===== config.mk =====
export PLATFORM = sky130hd
export DESIGN_NAME = morse_key_decoder_flat
export DESIGN_NICKNAME = d
export VERILOG_FILES = /design/src/design/mkd_pkg.sv /design/src/design/mkd_ifs.sv /design/src/design/morse_key_decoder.sv /design/src/design/mkd_cfg_regs.sv /design/src/design/mkd_core.sv /design/src/design/mkd_out_buf.sv /design/src/flat_wrapper.sv
export SDC_FILE = /design/constraint.sdc
export NUM_CORES = 1
export LEC_CHECK = 0
export BUFFER_PORTS_ARGS = -buffer_cell sky130_fd_sc_hd__buf_4
export CORE_MARGIN = 2
export CORE_UTILIZATION = 65
export CTS_BUF_LIST = sky130_fd_sc_hd__clkbuf_8
export DETAILED_ROUTE_END_ITERATION = 6
export PLACE_DENSITY = 0.85
export SYNTH_ARGS = -nofsm -noshare
export SYNTH_HDL_FRONTEND = slang
export SYNTH_SLANG_ARGS = --single-unit

===== constraint.sdc =====
create_clock -name i_clk -period 8.1 [get_ports i_clk]
set_input_delay 1.62 -clock i_clk [delete_from_list [all_inputs] [get_ports i_clk]]
set_output_delay 1.62 -clock i_clk [all_outputs]
set_load 0.02 [all_outputs]

===== src/design/mkd_pkg.sv =====
// Shared types, constants and the Morse symbol lookup for the key decoder.
// No dependencies; the decoder, register file, core and output buffer import this package.
`default_nettype none

package mkd_pkg;

    // Width of one configuration register and of its index on the write port
    localparam int CFG_DATA_W  = 16;
    localparam int CFG_INDEX_W = 8;

    // Element buffer: marker bit followed by up to five elements
    localparam int            MAX_ELEMENTS = 5;
    localparam int            ELEM_CODE_W  = MAX_ELEMENTS + 1;
    localparam int            ELEM_TOTAL_W = 3;
    localparam logic [ELEM_TOTAL_W-1:0] ELEM_LIMIT = ELEM_TOTAL_W'(MAX_ELEMENTS);
    localparam logic [ELEM_CODE_W-1:0]  CODE_EMPTY = ELEM_CODE_W'(1);

    localparam int CHAR_W = 7;

    // Configuration register indexes
    typedef enum logic [CFG_INDEX_W-1:0] {
        CFG_DOT_MIN  = 8'd0,
        CFG_DOT_MAX  = 8'd1,
        CFG_DASH_MAX = 8'd2,
        CFG_GAP      = 8'd3
    } t_cfg_index;

    // Reset values of the configuration registers
    localparam logic [CFG_DATA_W-1:0] DOT_MIN_RESET  = 16'd1875;
    localparam logic [CFG_DATA_W-1:0] DOT_MAX_RESET  = 16'd12500;
    localparam logic [CFG_DATA_W-1:0] DASH_MAX_RESET = 16'd25000;
    localparam logic [CFG_DATA_W-1:0] GAP_RESET      = 16'd30000;

    // Result event kinds
    typedef enum logic [1:0] {
        KIND_DOT   = 2'd0,
        KIND_DASH  = 2'd1,
        KIND_CHAR  = 2'd2,
        KIND_UNREC = 2'd3
    } t_kind;

    typedef struct packed {
        logic [CFG_DATA_W-1:0] dot_min;
        logic [CFG_DATA_W-1:0] dot_max;
        logic [CFG_DATA_W-1:0] dash_max;
        logic [CFG_DATA_W-1:0] gap;
    } t_cfg;

    typedef struct packed {
        t_kind             kind;
        logic [CHAR_W-1:0] char_code;
    } t_result;

    // Map a marker-prefixed element code (dot 0, dash 1) to ASCII, 0 if none
    function automatic logic [CHAR_W-1:0] mkd_lookup(input logic [ELEM_CODE_W-1:0] code);
        logic [CHAR_W-1:0] ch;
        unique case (code)
            6'd2:    ch = 7'h45; // E
            6'd3:    ch = 7'h54; // T
            6'd4:    ch = 7'h49; // I
            6'd5:    ch = 7'h41; // A
            6'd6:    ch = 7'h4E; // N
            6'd7:    ch = 7'h4D; // M
            6'd8:    ch = 7'h53; // S
            6'd9:    ch = 7'h55; // U
            6'd10:   ch = 7'h52; // R
            6'd11:   ch = 7'h57; // W
            6'd12:   ch = 7'h44; // D
            6'd13:   ch = 7'h4B; // K
            6'd14:   ch = 7'h47; // G
            6'd15:   ch = 7'h4F; // O
            6'd16:   ch = 7'h48; // H
            6'd17:   ch = 7'h56; // V
            6'd18:   ch = 7'h46; // F
            6'd20:   ch = 7'h4C; // L
            6'd22:   ch = 7'h50; // P
            6'd23:   ch = 7'h4A; // J
            6'd24:   ch = 7'h42; // B
            6'd25:   ch = 7'h58; // X
            6'd26:   ch = 7'h43; // C
            6'd27:   ch = 7'h59; // Y
            6'd28:   ch = 7'h5A; // Z
            6'd29:   ch = 7'h51; // Q
            6'd32:   ch = 7'h35; // 5
            6'd33:   ch = 7'h34; // 4
            6'd35:   ch = 7'h33; // 3
            6'd39:   ch = 7'h32; // 2
            6'd47:   ch = 7'h31; // 1
            6'd48:   ch = 7'h36; // 6
            6'd56:   ch = 7'h37; // 7
            6'd60:   ch = 7'h38; // 8
            6'd62:   ch = 7'h39; // 9
            6'd63:   ch = 7'h30; // 0
            default: ch = '0;
        endcase
        return ch;
    endfunction

endpackage

`default_nettype wire


===== src/design/mkd_ifs.sv =====
// Channel interfaces of the key decoder: key samples, events, register writes.
// No package import; payload widths are written as literals that match mkd_pkg.
`default_nettype none

interface mkd_key_if;
    logic valid;
    logic ready;
    logic key_pressed;

    modport source (output valid, output key_pressed, input ready);
    modport sink   (input valid, input key_pressed, output ready);
endinterface

interface mkd_evt_if;
    logic       valid;
    logic       ready;
    logic [1:0] event_kind;
    logic [6:0] char_code;

    modport source (output valid, output event_kind, output char_code, input ready);
    modport sink   (input valid, input event_kind, input char_code, output ready);
endinterface

interface mkd_cfg_if;
    logic        valid;
    logic        ready;
    logic [7:0]  index;
    logic [15:0] data;

    modport source (output valid, output index, output data, input ready);
    modport sink   (input valid, input index, input data, output ready);
endinterface

`default_nettype wire


===== src/design/morse_key_decoder.sv =====
// Morse key decoder: one key sample per beat, dot/dash and character events out.
// An event is registered in the output register, or in the skid stage while that one is held.
// Throughput: one sample per cycle; input stalls only while two events wait at the output
// (output register plus skid stage). Register writes are taken in every cycle.
// Reset (synchronous, active low) clears counters and element buffer and restores the
// default thresholds; pending events are dropped.
`default_nettype none

module morse_key_decoder #(
    parameter int COUNT_WIDTH = 16
) (
    input  logic           i_clk,
    input  logic           i_rst_n,
    mkd_key_if.sink        i_key_ch,
    mkd_cfg_if.sink        i_cfg_ch,
    mkd_evt_if.source      o_evt_ch
);
    import mkd_pkg::*;

    t_cfg    cfg;
    t_result core_res;
    t_result out_res;
    logic    core_push;
    logic    can_push;
    logic    accept;

    assign i_cfg_ch.ready = 1'b1;
    assign i_key_ch.ready = can_push;
    assign accept         = i_key_ch.valid && can_push;

    // Threshold registers
    mkd_cfg_regs u_cfg (
        .i_clk   (i_clk),
        .i_rst_n (i_rst_n),
        .i_wr    (i_cfg_ch.valid),
        .i_index (i_cfg_ch.index),
        .i_data  (i_cfg_ch.data),
        .o_cfg   (cfg)
    );

    // Keying state and event generation
    mkd_core #(
        .COUNT_WIDTH (COUNT_WIDTH)
    ) u_core (
        .i_clk    (i_clk),
        .i_rst_n  (i_rst_n),
        .i_accept (accept),
        .i_key    (i_key_ch.key_pressed),
        .i_cfg    (cfg),
        .o_push   (core_push),
        .o_result (core_res)
    );

    // Event register and skid
    mkd_out_buf u_out (
        .i_clk      (i_clk),
        .i_rst_n    (i_rst_n),
        .i_push     (core_push),
        .i_data     (core_res),
        .o_can_push (can_push),
        .o_valid    (o_evt_ch.valid),
        .o_data     (out_res),
        .i_ready    (o_evt_ch.ready)
    );

    assign o_evt_ch.event_kind = out_res.kind;
    assign o_evt_ch.char_code  = out_res.char_code;

`ifndef NO_ASSERTIONS
    // Input stalls only when the output register is also full
    a_stall_needs_full: assert property (@(posedge i_clk) disable iff (!i_rst_n)
        !i_key_ch.ready |-> o_evt_ch.valid)
        else $error("input stalled with empty output register");

    // Only a decoded character carries a code, and it is never zero
    a_char_code: assert property (@(posedge i_clk) disable iff (!i_rst_n)
        o_evt_ch.valid |-> ((o_evt_ch.event_kind == KIND_CHAR) == (o_evt_ch.char_code != '0)))
        else $error("char_code does not match event kind");

    // An empty output register is never followed by an input stall
    a_no_stall_after_empty: assert property (@(posedge i_clk) disable iff (!i_rst_n)
        !o_evt_ch.valid |=> i_key_ch.ready)
        else $error("stall after an empty output register");

    // Reset empties the output
    a_reset_empty: assert property (@(posedge i_clk)
        $past(!i_rst_n) |-> !o_evt_ch.valid)
        else $error("event valid right after reset");
`endif

endmodule

`default_nettype wire


===== src/design/mkd_cfg_regs.sv =====
// Configuration register file of the key decoder (four 16-bit thresholds).
// Depends on mkd_pkg.
`default_nettype none

module mkd_cfg_regs (
    input  logic                             i_clk,
    input  logic                             i_rst_n,
    input  logic                             i_wr,
    input  logic [mkd_pkg::CFG_INDEX_W-1:0]  i_index,
    input  logic [mkd_pkg::CFG_DATA_W-1:0]   i_data,
    output mkd_pkg::t_cfg                    o_cfg
);
    import mkd_pkg::*;

    t_cfg r_cfg;
    t_cfg n_cfg;

    // Decode the write index; unknown indexes are dropped
    always_comb begin
        n_cfg = r_cfg;
        if (i_wr) begin
            unique case (i_index)
                CFG_DOT_MIN:  n_cfg.dot_min  = i_data;
                CFG_DOT_MAX:  n_cfg.dot_max  = i_data;
                CFG_DASH_MAX: n_cfg.dash_max = i_data;
                CFG_GAP:      n_cfg.gap      = i_data;
                default:      n_cfg = r_cfg;
            endcase
        end
    end

    always_ff @(posedge i_clk) begin
        if (!i_rst_n) begin
            r_cfg.dot_min  <= DOT_MIN_RESET;
            r_cfg.dot_max  <= DOT_MAX_RESET;
            r_cfg.dash_max <= DASH_MAX_RESET;
            r_cfg.gap      <= GAP_RESET;
        end else begin
            r_cfg <= n_cfg;
        end
    end

    assign o_cfg = r_cfg;

endmodule

`default_nettype wire


===== src/design/mkd_core.sv =====
// Keying state of the decoder: press/idle counters, element buffer, classification
// and character lookup. Produces at most one event per accepted sample. Uses mkd_pkg.
`default_nettype none

module mkd_core #(
    parameter int COUNT_WIDTH = 16
) (
    input  logic              i_clk,
    input  logic              i_rst_n,
    input  logic              i_accept,
    input  logic              i_key,
    input  mkd_pkg::t_cfg     i_cfg,
    output logic              o_push,
    output mkd_pkg::t_result  o_result
);
    import mkd_pkg::*;

    localparam logic [COUNT_WIDTH-1:0] CountMax = '1;

    logic                    r_key_prev, n_key_prev;
    logic [COUNT_WIDTH-1:0]  r_press,    n_press;
    logic [COUNT_WIDTH-1:0]  r_idle,     n_idle;
    logic [ELEM_CODE_W-1:0]  r_code,     n_code;
    logic [ELEM_TOTAL_W-1:0] r_total,    n_total;
    logic                    r_overlong, n_overlong;

    logic [COUNT_WIDTH-1:0] dot_min, dot_max, dash_max, gap;
    logic [COUNT_WIDTH-1:0] press_inc, idle_inc;
    logic                   is_dot, is_dash;
    logic [CHAR_W-1:0]      ch;

    // Widen thresholds to the counter width
    assign dot_min  = COUNT_WIDTH'(i_cfg.dot_min);
    assign dot_max  = COUNT_WIDTH'(i_cfg.dot_max);
    assign dash_max = COUNT_WIDTH'(i_cfg.dash_max);
    assign gap      = COUNT_WIDTH'(i_cfg.gap);

    // Saturating increments
    assign press_inc = (r_press == CountMax) ? r_press : r_press + 1'b1;
    assign idle_inc  = (r_idle == CountMax) ? r_idle : r_idle + 1'b1;

    // Classify the finished press; dot test wins on overlap
    assign is_dot  = (r_press >= dot_min) && (r_press <= dot_max);
    assign is_dash = !is_dot && (r_press > dot_max) && (r_press <= dash_max);

    // Look up the buffered pattern; a sixth element spoils it
    assign ch = r_overlong ? '0 : mkd_lookup(r_code);

    always_comb begin
        n_key_prev = r_key_prev;
        n_press    = r_press;
        n_idle     = r_idle;
        n_code     = r_code;
        n_total    = r_total;
        n_overlong = r_overlong;
        o_push     = 1'b0;
        o_result   = '{kind: KIND_DOT, char_code: '0};

        if (i_accept) begin
            n_key_prev = i_key;
            priority if (i_key) begin
                // key held: count the press
                n_press = press_inc;
                n_idle  = '0;
            end else if (r_key_prev) begin
                // release: emit and store the element
                n_press = '0;
                n_idle  = '0;
                if (is_dot || is_dash) begin
                    o_push   = 1'b1;
                    o_result = '{kind: (is_dash ? KIND_DASH : KIND_DOT), char_code: '0};
                    if (r_total < ELEM_LIMIT) begin
                        n_code  = {r_code[ELEM_CODE_W-2:0], is_dash};
                        n_total = r_total + 1'b1;
                    end else begin
                        n_overlong = 1'b1;
                    end
                end
            end else begin
                // idle: end the character once the gap is reached
                n_idle = idle_inc;
                if ((r_total != '0) && (idle_inc >= gap)) begin
                    o_push = 1'b1;
                    if (ch != '0) begin
                        o_result = '{kind: KIND_CHAR, char_code: ch};
                    end else begin
                        o_result = '{kind: KIND_UNREC, char_code: '0};
                    end
                    n_code     = CODE_EMPTY;
                    n_total    = '0;
                    n_overlong = 1'b0;
                end
            end
        end
    end

    always_ff @(posedge i_clk) begin
        if (!i_rst_n) begin
            r_key_prev <= 1'b0;
            r_press    <= '0;
            r_idle     <= '0;
            r_code     <= CODE_EMPTY;
            r_total    <= '0;
            r_overlong <= 1'b0;
        end else begin
            r_key_prev <= n_key_prev;
            r_press    <= n_press;
            r_idle     <= n_idle;
            r_code     <= n_code;
            r_total    <= n_total;
            r_overlong <= n_overlong;
        end
    end

endmodule

`default_nettype wire


===== src/design/mkd_out_buf.sv =====
// Event output register with a skid stage, so a waiting event does not stall input.
// Depends on mkd_pkg for the event type.
`default_nettype none

module mkd_out_buf (
    input  logic              i_clk,
    input  logic              i_rst_n,
    input  logic              i_push,
    input  mkd_pkg::t_result  i_data,
    output logic              o_can_push,
    output logic              o_valid,
    output mkd_pkg::t_result  o_data,
    input  logic              i_ready
);
    import mkd_pkg::*;

    logic    r_main_v, n_main_v;
    logic    r_skid_v, n_skid_v;
    t_result r_main,   n_main;
    t_result r_skid,   n_skid;
    logic    pop;

    assign pop = r_main_v && i_ready;

    // Refill the output register from skid first, else from the new event
    always_comb begin
        n_main_v = r_main_v;
        n_skid_v = r_skid_v;
        n_main   = r_main;
        n_skid   = r_skid;
        if (!r_main_v || pop) begin
            if (r_skid_v) begin
                n_main   = r_skid;
                n_main_v = 1'b1;
                n_skid_v = 1'b0;
            end else begin
                n_main   = i_data;
                n_main_v = i_push;
            end
        end else if (i_push) begin
            n_skid   = i_data;
            n_skid_v = 1'b1;
        end
    end

    always_ff @(posedge i_clk) begin
        if (!i_rst_n) begin
            r_main_v <= 1'b0;
            r_skid_v <= 1'b0;
        end else begin
            r_main_v <= n_main_v;
            r_skid_v <= n_skid_v;
        end
        r_main <= n_main;
        r_skid <= n_skid;
    end

    assign o_can_push = !r_skid_v;
    assign o_valid    = r_main_v;
    assign o_data     = r_main;

endmodule

`default_nettype wire


===== src/flat_wrapper.sv =====
// flat-port wrapper written by rule: the top's interface ports become plain ports
module morse_key_decoder_flat import mkd_pkg::*;
#(
    parameter int COUNT_WIDTH = 16
)
  (i_clk, i_rst_n, i_key_ch_valid, i_key_ch_key_pressed, i_key_ch_ready, i_cfg_ch_valid, i_cfg_ch_index, i_cfg_ch_data, i_cfg_ch_ready, o_evt_ch_valid, o_evt_ch_event_kind, o_evt_ch_char_code, o_evt_ch_ready);
  mkd_key_if i_key_ch_i ();
  mkd_cfg_if i_cfg_ch_i ();
  mkd_evt_if o_evt_ch_i ();
  input  logic i_clk;
  input  logic i_rst_n;
  input wire logic [$bits(i_key_ch_i.valid)-1:0] i_key_ch_valid;
  input wire logic [$bits(i_key_ch_i.key_pressed)-1:0] i_key_ch_key_pressed;
  output wire logic [$bits(i_key_ch_i.ready)-1:0] i_key_ch_ready;
  input wire logic [$bits(i_cfg_ch_i.valid)-1:0] i_cfg_ch_valid;
  input wire logic [$bits(i_cfg_ch_i.index)-1:0] i_cfg_ch_index;
  input wire logic [$bits(i_cfg_ch_i.data)-1:0] i_cfg_ch_data;
  output wire logic [$bits(i_cfg_ch_i.ready)-1:0] i_cfg_ch_ready;
  output wire logic [$bits(o_evt_ch_i.valid)-1:0] o_evt_ch_valid;
  output wire logic [$bits(o_evt_ch_i.event_kind)-1:0] o_evt_ch_event_kind;
  output wire logic [$bits(o_evt_ch_i.char_code)-1:0] o_evt_ch_char_code;
  input wire logic [$bits(o_evt_ch_i.ready)-1:0] o_evt_ch_ready;
  assign i_key_ch_i.valid = i_key_ch_valid;
  assign i_key_ch_i.key_pressed = i_key_ch_key_pressed;
  assign i_key_ch_ready = i_key_ch_i.ready;
  assign i_cfg_ch_i.valid = i_cfg_ch_valid;
  assign i_cfg_ch_i.index = i_cfg_ch_index;
  assign i_cfg_ch_i.data = i_cfg_ch_data;
  assign i_cfg_ch_ready = i_cfg_ch_i.ready;
  assign o_evt_ch_valid = o_evt_ch_i.valid;
  assign o_evt_ch_event_kind = o_evt_ch_i.event_kind;
  assign o_evt_ch_char_code = o_evt_ch_i.char_code;
  assign o_evt_ch_i.ready = o_evt_ch_ready;
  morse_key_decoder #(.COUNT_WIDTH(COUNT_WIDTH)) u_core (.i_clk(i_clk), .i_rst_n(i_rst_n), .i_key_ch(i_key_ch_i), .i_cfg_ch(i_cfg_ch_i), .o_evt_ch(o_evt_ch_i));
endmodule

# After elaboration in Yosys (flattened, before gate mapping)
# Memories as Yosys holds them, arrays and structs flattened. A register that Yosys moved wholly into a read port is not among the register bits.
# Cells that the tools add are included.
# word_totals
reg_bits	127
romBits	448
input_bits	30
out_inout_bits	12
elab_cells	98
mem_count	1
# mem_list
memory	depth	word_bits	read_ports	rd_ports_with_merged_regs	wr	line	text
(name not given)	64	7	1	1	0	mkd_pkg.sv:57	unique case (code)
# op_classes
addsub	3
n_lt_le_gt_ge	6
eq_ne	9
mux	35
bitwise_logic	3
n_reduce_logical	25
# op_table
cell	n
2-to-1 mux 16 bit	6
2-to-1 mux 9 bit	5
2-to-1 mux 6 bit	6
adder 16 x 1 -> 16 bit, second input constant	2
equality test 16 bit, second input constant	2
greater-or-equal comparator 16 bit	2
<= comparator 16 bit	2
equality test 8 x 2 -> 1 bit, second input constant	2
> comparator 16 bit	1
2-to-1 mux 8 bit	2
2-to-1 mux 3 bit	4
2-to-1 mux 1 bit	11
AND reduction 2 bit	5
AND reduction 5 bit	2
equality test 8 x 1 -> 1 bit, second input constant	1
logical NOT 8 bit	1
2-to-1 mux 7 bit	1
nonzero test 7 bit	1
logical AND 1 bit	6
inequality test 2 x 1 -> 1 bit, second input constant	2
inequality test 2 bit, second input constant	2
nonzero test 2 bit	2
adder 3 x 1 -> 3 bit, second input constant	1
logical NOT 1 bit	3
6 further kinds	9

# Depth between registers and ports, before layout
# Gate-level depths: netlist (run 1).
# depth
depth_word	11
ltp_mapped	25
depth_no_buf	22

# By module
# A second synthesis (run 1) with hierarchy kept.
# hier_totals
hier_cells	901
area_unflattened_um2	8146.6
# by_module_without_submodules
mod	instances	cells_each	area_each_um2
mkd_core	1	616	4767.1
mkd_cfg_regs	1	245	2595.0
mkd_out_buf	1	37	767.0
morse_key_decoder	1	3	17.5

# Least setup slack after synthesis (run 1)
# Ideal clock, no wire load.
# synth_timing
kind	register to register
from	register u_core.u_core.r_idle[4]
to	register with a tool-made name
setup_ps	132
t_arrival_ps	4611
t_required_ps	7968
setup_slack_ps	3357
stages_incl_launch_ff	25
period_less_slack_ps	4743
cell_sequence	dfxtp_1 clkbuf_1 nand4_1 nor3_1 nand4_1 nor2_1 nor2b_1 and3_1 clkbuf_1 nand2b_1 xnor2_1 ha_1 a21o_1 a21o_1 a21o_1 o21ai_0 and2_1 buf_6 nand3_1 mux2i_2 inv_2 ha_1 mux2_4 a211oi_2 o211ai_1
# synth_lines
element	line	text
start: declaration	mkd_core.sv:22	logic [COUNT_WIDTH-1:0] r_idle, n_idle;
start signal: assignment	mkd_core.sv:108	r_idle <= n_idle;

==> impl_metrics.toml, run 1 <==
[outcome]
outcome = "finished, final reports clean"

[clocking]
cts.clk_slew.worst_paths_ns = 0.08
htree_levels = 4
cts.sinks = 134
cts_tree = "yes"
post_cts_resized = 0
clock_latency_ns = 0.46
postCtsSetupRepairBufs = 0
cts_buffers = 17
ctsHoldBuffers = 0
clockRootBuffer = "clkbuf_8"
clk_path_buf_depth = 2

[routing]
drtAntennaViolNets = 0
first_iter_violations = 518
viasPerCell = 6.09
drc_errors = 0
vias = 6651
wl_mm = 18.5
post_drt_wl_per_cell_um = 16.9
drt_pass1_iterations = 5

[grt]
grt_max_degree = 66
grt_pass1_wl_mm = 30.6
grt_remaining_overflow = 0
grt_util_all_layers = 0.300
antenna_found_initial = 0
first_global_vias = 6445

[floorplanning]
core-area_mm2 = 0.0116
die_h_um = 113
fp.dieW_um = 113
top_level_ports = 42
row_count = 39
die_area_mm2 = 0.0129
start_util = 0.674

[timing]
worst_slew_pin_slew_ns = 1.02
fin_skew_ns = 0.0123
rsz0062_at_grt = "false"
tns_ns = 0
finalCritPeriodShare = 0.677
worst_slack_ns = 2.62
finalSetupViolCount = 0
drv_slew = 0
fmax_mhz = 182
hold_viol_final = 0
maxSlewHeadroom = 0.319
period_minus_slack_ns = 5.48

[layout]
nets = 1041
finalCoreUtilization = 0.735
drive_above_1_share = 0.117
design_area_mm2 = 0.00851
multi_input_area_mm2 = 0.00444
area_delta_synth_final_pct = 9.19
n_antenna_cell = 0
ff_latch_area_mm2 = 0.00286
fillerInstances = 852

[setup_path]
critPathArrivalTime_ns = 5.81
path_max_fanout = 8
endpoint_kind = "flip-flop"
crit_path_start = "u_core.u_core.r_idle[4]$_SDFFE_PN0P_"
rr_worst_depth = 21
cp.required_ns = 8.43
r2r_setup_slack_ns = 2.62
startpoint_type = "flip-flop"
worstSetupPathType = "reg -> reg"
r2r-start = "u_core.u_core.r_idle[4]$_SDFFE_PN0P_"

[placed_design]
hpwl_mm = 13.3
place_ws_ns = 2.73
place_area_mm2 = 0.00813
gp_congestion = 0.906
port_buffers = 40

[synth]
synthDistinctLibCells = 77
syn-cell-area_mm2 = 0.00779
ys.flop_type = "dfxtp_1"
ys_ff_latch = 134
netlist_instances = 912
syn_nets = 1016
synth_edf_count = 18
syn_avg_cell_area_um2 = 8.54
ys_warn_count = 0
ys_seq_area_frac = 0.367
async_flop_share = 0

[hold_path]
hold_class = "reg -> reg"

[pwr]
power_density_mw_per_mm2 = 149
vdd_drop_max_v = 0.000103
power_leakage_nw = 3.66

[job]
cap_violations = 0
## worst min-delay path by stage
stage                                         from                                   to  slack (ns)  cells past startpoint
3_5_place_dp   u_core.u_cfg.o_cfg[61]$_SDFFE_PN0P_  u_core.u_cfg.o_cfg[61]$_SDFFE_PN0P_        0.45                      2
2_1_floorplan  u_core.u_cfg.o_cfg[11]$_SDFFE_PN0P_  u_core.u_cfg.o_cfg[11]$_SDFFE_PN0P_        0.44                      2
6_report       u_core.u_cfg.o_cfg[37]$_SDFFE_PN0P_  u_core.u_cfg.o_cfg[37]$_SDFFE_PN0P_        0.46                      2
4_1_cts        u_core.u_cfg.o_cfg[61]$_SDFFE_PN0P_  u_core.u_cfg.o_cfg[61]$_SDFFE_PN0P_        0.46                      2
3_3_place_gp   u_core.u_cfg.o_cfg[35]$_SDFFE_PN0P_  u_core.u_cfg.o_cfg[35]$_SDFFE_PN0P_        0.44                      2
5_1_grt        u_core.u_cfg.o_cfg[42]$_SDFFE_PN0P_  u_core.u_cfg.o_cfg[42]$_SDFFE_PN0P_        0.47                      2
## Yosys cell counts (7+ instances only)
library cell | count | area share
nand2_1 | 136 | 0.066
dfxtp_1 | 116 | 0.30
ha_1 | 74 | 0.12
inv_1 | 73 | 0.035
a21oi_1 | 69 | 0.044
nor2_1 | 67 | 0.032
clkbuf_1 | 32 | 0.015
nand3_1 | 28 | 0.018
o21ai_0 | 26 | 0.017
o211ai_1 | 24 | 0.023
a21o_1 | 23 | 0.022
mux2i_1 | 23 | 0.030
edfxtp_1 | 18 | 0.069
nand4_1 | 18 | 0.014
nor3_1 | 16 | 0.010
and2_1 | 14 | 0.011
a22oi_1 | 12 | 0.012
xor2_1 | 12 | 0.013
xnor2_1 | 10 | 0.011
or3_1 | 9 | 0.0072
nor2b_1 | 7 | 0.0056
nor4_1 | 7 | 0.0056
## state kept, by name, indices dropped and copies added, names as in the netlist, 3 cells and up, named ones only
signal and cells:
u_core.u_cfg.o_cfg 64, u_core.u_core.r_idle 16, u_core.u_core.r_press 16, u_core.u_out.o_data 9, u_core.u_out.r_skid 9, u_core.u_core.r_code 6
u_core.u_core.r_total 3
## cell type report
| type | instances | area share |
|---|---|---|
| multi-input cells | 659 | 0.522 |
| flip-flops and latches | 134 | 0.337 |
| repair buffers | 45 | 0.0397 |
| inverters | 80 | 0.0365 |
| clock buffers | 19 | 0.0307 |
| well taps | 143 | 0.0210 |
| clock inverters | 13 | 0.0137 |
## where the power goes
group	switching (mW)	leakage [nW]	internal, mW	total [mW]
Clock	0.262	0.205	0.282	0.545
Sequential	0.00323	1.11	0.672	0.676
Combinational	0.0322	2.34	0.0181	0.0503
Total	0.298	3.66	0.973	1.27
## cells in the final DEF, fill, tap and decap left out, types with 5 or more instances in the layout
cell,n
a21o_1,23
a21oi_1,69
a22oi_1,12
a31oi_1,5
and2_1,14
and3_1,5
buf_4,45
clkbuf_8,19
clkinv_2,6
dfxtp_1,116
edfxtp_1,18
ha_1,74
inv_1,75
inv_2,5
mux2_2,5
mux2i_1,23
nand2_1,136
nand2b_1,6
nand3_1,28
nand4_1,18
nor2_1,67
nor2b_1,7
nor3_1,16
nor4_1,7
o211ai_1,24
o21ai_0,26
or3_1,9
xnor2_1,10
xor2_1,12
## critical path, cell delays in order, from the launching register on
cell and delay (ns):
dfxtp_1 0.44, nand4_1 0.17, nor3_1 0.49, nand4_1 0.28, nor2_1 0.44, nor2_1 0.17
nand3_1 0.14, nor3_1 0.06, xor2_1 0.15, ha_1 0.30, a21o_1 0.19, a21o_1 0.17
a21o_1 0.18, o21ai_0 0.12, and2_1 0.37, nand3_1 0.16, mux2i_2 0.43, inv_2 0.16
ha_1 0.31, mux2_4 0.28, a211oi_2 0.25, o211ai_1 0.10
## metrics by stage
stage          hold WS, ns  power, mW  cells
2_1_floorplan        0.436      0.716    912
4_1_cts              0.456       1.28   1093
5_1_grt              0.474       1.31   1093
3_3_place_gp         0.443      0.740   1061
3_5_place_dp         0.446      0.741   1061
6_report             0.457       1.27   1093
## kinds of logic (layout without fill, tap and decap cells)
family / count (synthesis) / count (layout) / share of synthesized area
xor gates and xnor gates: 22 / 22 / 0.0247
and+or+nand+nor: 324 / 324 / 0.192
AOI/OAI and AO/OA: 204 / 204 / 0.183
other: 1 / 1 / 0.000481
muxes: 34 / 34 / 0.0501
DFF: 134 / 134 / 0.367
buffers and inverters: 119 / 157 / 0.0628
adders and majority gates: 74 / 74 / 0.119
## metal layers
layer | up-vias | track usage | share of wire
li1 | 3247 | - | -
met1 | 3109 | 0.373 | 0.43
met2 | 233 | 0.490 | 0.48
met3 | 62 | 0.0728 | 0.059
met4 | 0 | 0.145 | 0.038
met5 | - | 0 | 0
(Power assumes the default switching activity.)
==> inputs of run 2 (changes only) <==
--- a/config.mk
+++ b/config.mk
@@ -7,10 +7,10 @@
 export LEC_CHECK = 0
 export BUFFER_PORTS_ARGS = -buffer_cell sky130_fd_sc_hd__buf_4
 export CORE_MARGIN = 2
-export CORE_UTILIZATION = 65
+export CORE_UTILIZATION = 64
 export CTS_BUF_LIST = sky130_fd_sc_hd__clkbuf_8
 export DETAILED_ROUTE_END_ITERATION = 6
-export PLACE_DENSITY = 0.85
+export PLACE_DENSITY = 0.84
 export SYNTH_ARGS = -nofsm -noshare
 export SYNTH_HDL_FRONTEND = slang
 export SYNTH_SLANG_ARGS = --single-unit
==> constraint.sdc (replaced) <==
create_clock -name i_clk -period 5.55 [get_ports i_clk]
set_input_delay 1.11 -clock i_clk [delete_from_list [all_inputs] [get_ports i_clk]]
set_output_delay 1.11 -clock i_clk [all_outputs]
set_load 0.02 [all_outputs]
==> run 2 against run 1 <==
  * Setup slack worse by 2.1 ns
  * Utilization down 2.3 points
  * Die area up 1.5%
  * Global-route usage down 0.42 points
  * Sequential share of layout area about the same
  * Routed wire length up 0.81%
  * Largest power group unchanged
  * Highest routed layer unchanged
==> impl_metrics.toml, run 2 (synthesis results as in run 1) <==
[outcome]
outcome = "finished, final reports clean"

[placed_design]
place_area_mm2 = 0.00815
gp_congestion = 0.932
place_ws_ns = 0.450
dp_cells = 1067
hpwl_mm = 13.4
port_buffers = 40

[floorplanning]
fp.dieW_um = 114
row_count = 40
start_util = 0.651
core-area_mm2 = 0.0120
die_area_mm2 = 0.0131
top_level_ports = 42
die_h_um = 114

[job]
cap_violations = 0

[routing]
viasPerCell = 6.06
wl_mm = 18.6
post_drt_wl_per_cell_um = 16.9
vias = 6658
first_iter_violations = 504
drtAntennaViolNets = 0
drc_errors = 0
drt_pass1_iterations = 5

[clocking]
cts_tree = "yes"
clockRootBuffer = "clkbuf_8"
cts_buffers = 17
clk_path_buf_depth = 2
postCtsSetupRepairBufs = 0
htree_levels = 4
clock_latency_ns = 0.45
cts.clk_slew.worst_paths_ns = 0.08
cts.sinks = 134
ctsHoldBuffers = 0

[setup_path]
startpoint_type = "flip-flop"
crit_path_top_delay_cell = "dfxtp_1"
crit_chain = "nand4_1 -> nor3_1 -> buf_4 -> nand4_1 -> nor2_2 -> nor2b_1 -> and3_1 -> nand2b_1 -> xnor2_1 -> ha_1 -> nand4_1 -> nor3_1 -> a32oi_1 -> and2_2 -> clkinv_4 -> nor2_1 -> a31oi_4 -> inv_2 -> ha_1 -> mux2_4 -> a211oi_2 -> o211ai_1"
endpoint_kind = "flip-flop"
critPathBufInv = 3
path_max_fanout = 11
critical_path_depth = 22
crit_path_start = "u_core.u_core.r_idle[4]$_SDFFE_PN0P_"
rr_worst_depth = 22
cp_top_family = "simple AND/OR/NAND/NOR gates"
worstSetupPathType = "reg -> reg"
cp_slowest_stage_delay_ns = 0.44
critPathArrivalTime_ns = 5.32
r2r_setup_slack_ns = 0.55
worst_path_most_repeated_cell = "nand4_1"
cp.required_ns = 5.87
r2r-start = "u_core.u_core.r_idle[4]$_SDFFE_PN0P_"

[timing]
worst_slack_ns = 0.551
rsz0062_at_grt = "false"
fin_skew_ns = 0.00948
tns_ns = 0
finalCritPeriodShare = 0.901
worst_slew_pin_slew_ns = 1.07
fmax_mhz = 200
period_minus_slack_ns = 5.00
maxSlewHeadroom = 0.285
hold_ws_ns = 0.456
drv_slew = 0
hold_viol_final = 0
finalSetupViolCount = 0

[layout]
n_antenna_cell = 0
finalNonFillerCells = 1099
finalCoreUtilization = 0.712
largest_reg_flops = 64
drive_above_1_share = 0.119
fillerInstances = 944
layout_commonest_cell = "nand2_1"
final_cell_mix = "nand2_1 (136), dfxtp_1 (116), inv_1 (74), ha_1 (74), a21oi_1 (69)"
area_delta_synth_final_pct = 9.35
nets = 1043
design_area_mm2 = 0.00852

[pwr]
p_sw_uw = 424
power_density_mw_per_mm2 = 215
power_mw = 1.83
power_frac_comb = 0.041
power_leakage_nw = 3.66
vdd_drop_max_v = 0.000128
switching_share = 0.232
power_frac_seq = 0.539
clock_power_share = 0.420
p_int_mw = 1.41

[hold_path]
hold_class = "reg -> reg"

[grt]
grt_max_degree = 66
grt_pass1_wl_mm = 30.2
grt_util_all_layers = 0.295
grt_remaining_overflow = 0
antenna_found_initial = 0
first_global_vias = 6242
run 2: timing repair:
item / in CTS / in global routing
hold endpoints to repair: 0 / 0
resized for setup: 0 / 2
setup endpoints to repair: 0 / 7
run 2: tightest hold or removal path, stage by stage, from the launching register on:
cell and delay (ns):
dfxtp_1 0.31, nand2_1 0.05, a21oi_1 0.05
run 2: worst min-delay path by stage:
stage	to	depth (start not counted)	start	slack, ns
floorplan	u_core.u_cfg.o_cfg[11]$_SDFFE_PN0P_	2	u_core.u_cfg.o_cfg[11]$_SDFFE_PN0P_	0.44
global placement	u_core.u_cfg.o_cfg[46]$_SDFFE_PN0P_	2	u_core.u_cfg.o_cfg[46]$_SDFFE_PN0P_	0.44
detailed placement	u_core.u_cfg.o_cfg[50]$_SDFFE_PN0P_	2	u_core.u_cfg.o_cfg[50]$_SDFFE_PN0P_	0.45
CTS	u_core.u_cfg.o_cfg[50]$_SDFFE_PN0P_	2	u_core.u_cfg.o_cfg[50]$_SDFFE_PN0P_	0.46
global route	u_core.u_cfg.o_cfg[50]$_SDFFE_PN0P_	2	u_core.u_cfg.o_cfg[50]$_SDFFE_PN0P_	0.48
finish	u_core.u_cfg.o_cfg[43]$_SDFFE_PN0P_	2	u_core.u_cfg.o_cfg[43]$_SDFFE_PN0P_	0.46
run 2: area by class of cell:
type,count,area [um2],area share
Timing Repair Buffer,47,353,0.0414
Inverter,80,310,0.0364
Tap cell,147,184,0.0216
Clock inverter,14,119,0.0140
Multi-Input combinational cell,659,4440,0.521
Clock buffer,18,248,0.0291
Sequential cell,134,2860,0.336
run 2: routing by layer:
layer	wire length (um)	vias up	share of wire	track usage
met1	8010	3118	0.43	0.379
li1	-	3262	-	-
met3	1240	35	0.067	0.0656
met2	8970	243	0.48	0.490
met5	0	-	0	0
met4	395	0	0.021	0.109
run 2: power groups by stage:
stage	Clock, mW	Sequential [mW]	Combinational, mW
finish	0.769	0.986	0.0746
global route	0.824	0.986	0.0808
CTS	0.774	0.986	0.0740
detailed placement	0	1.01	0.0734
global placement	0	1.01	0.0726
floorplan	0	1.01	0.0387
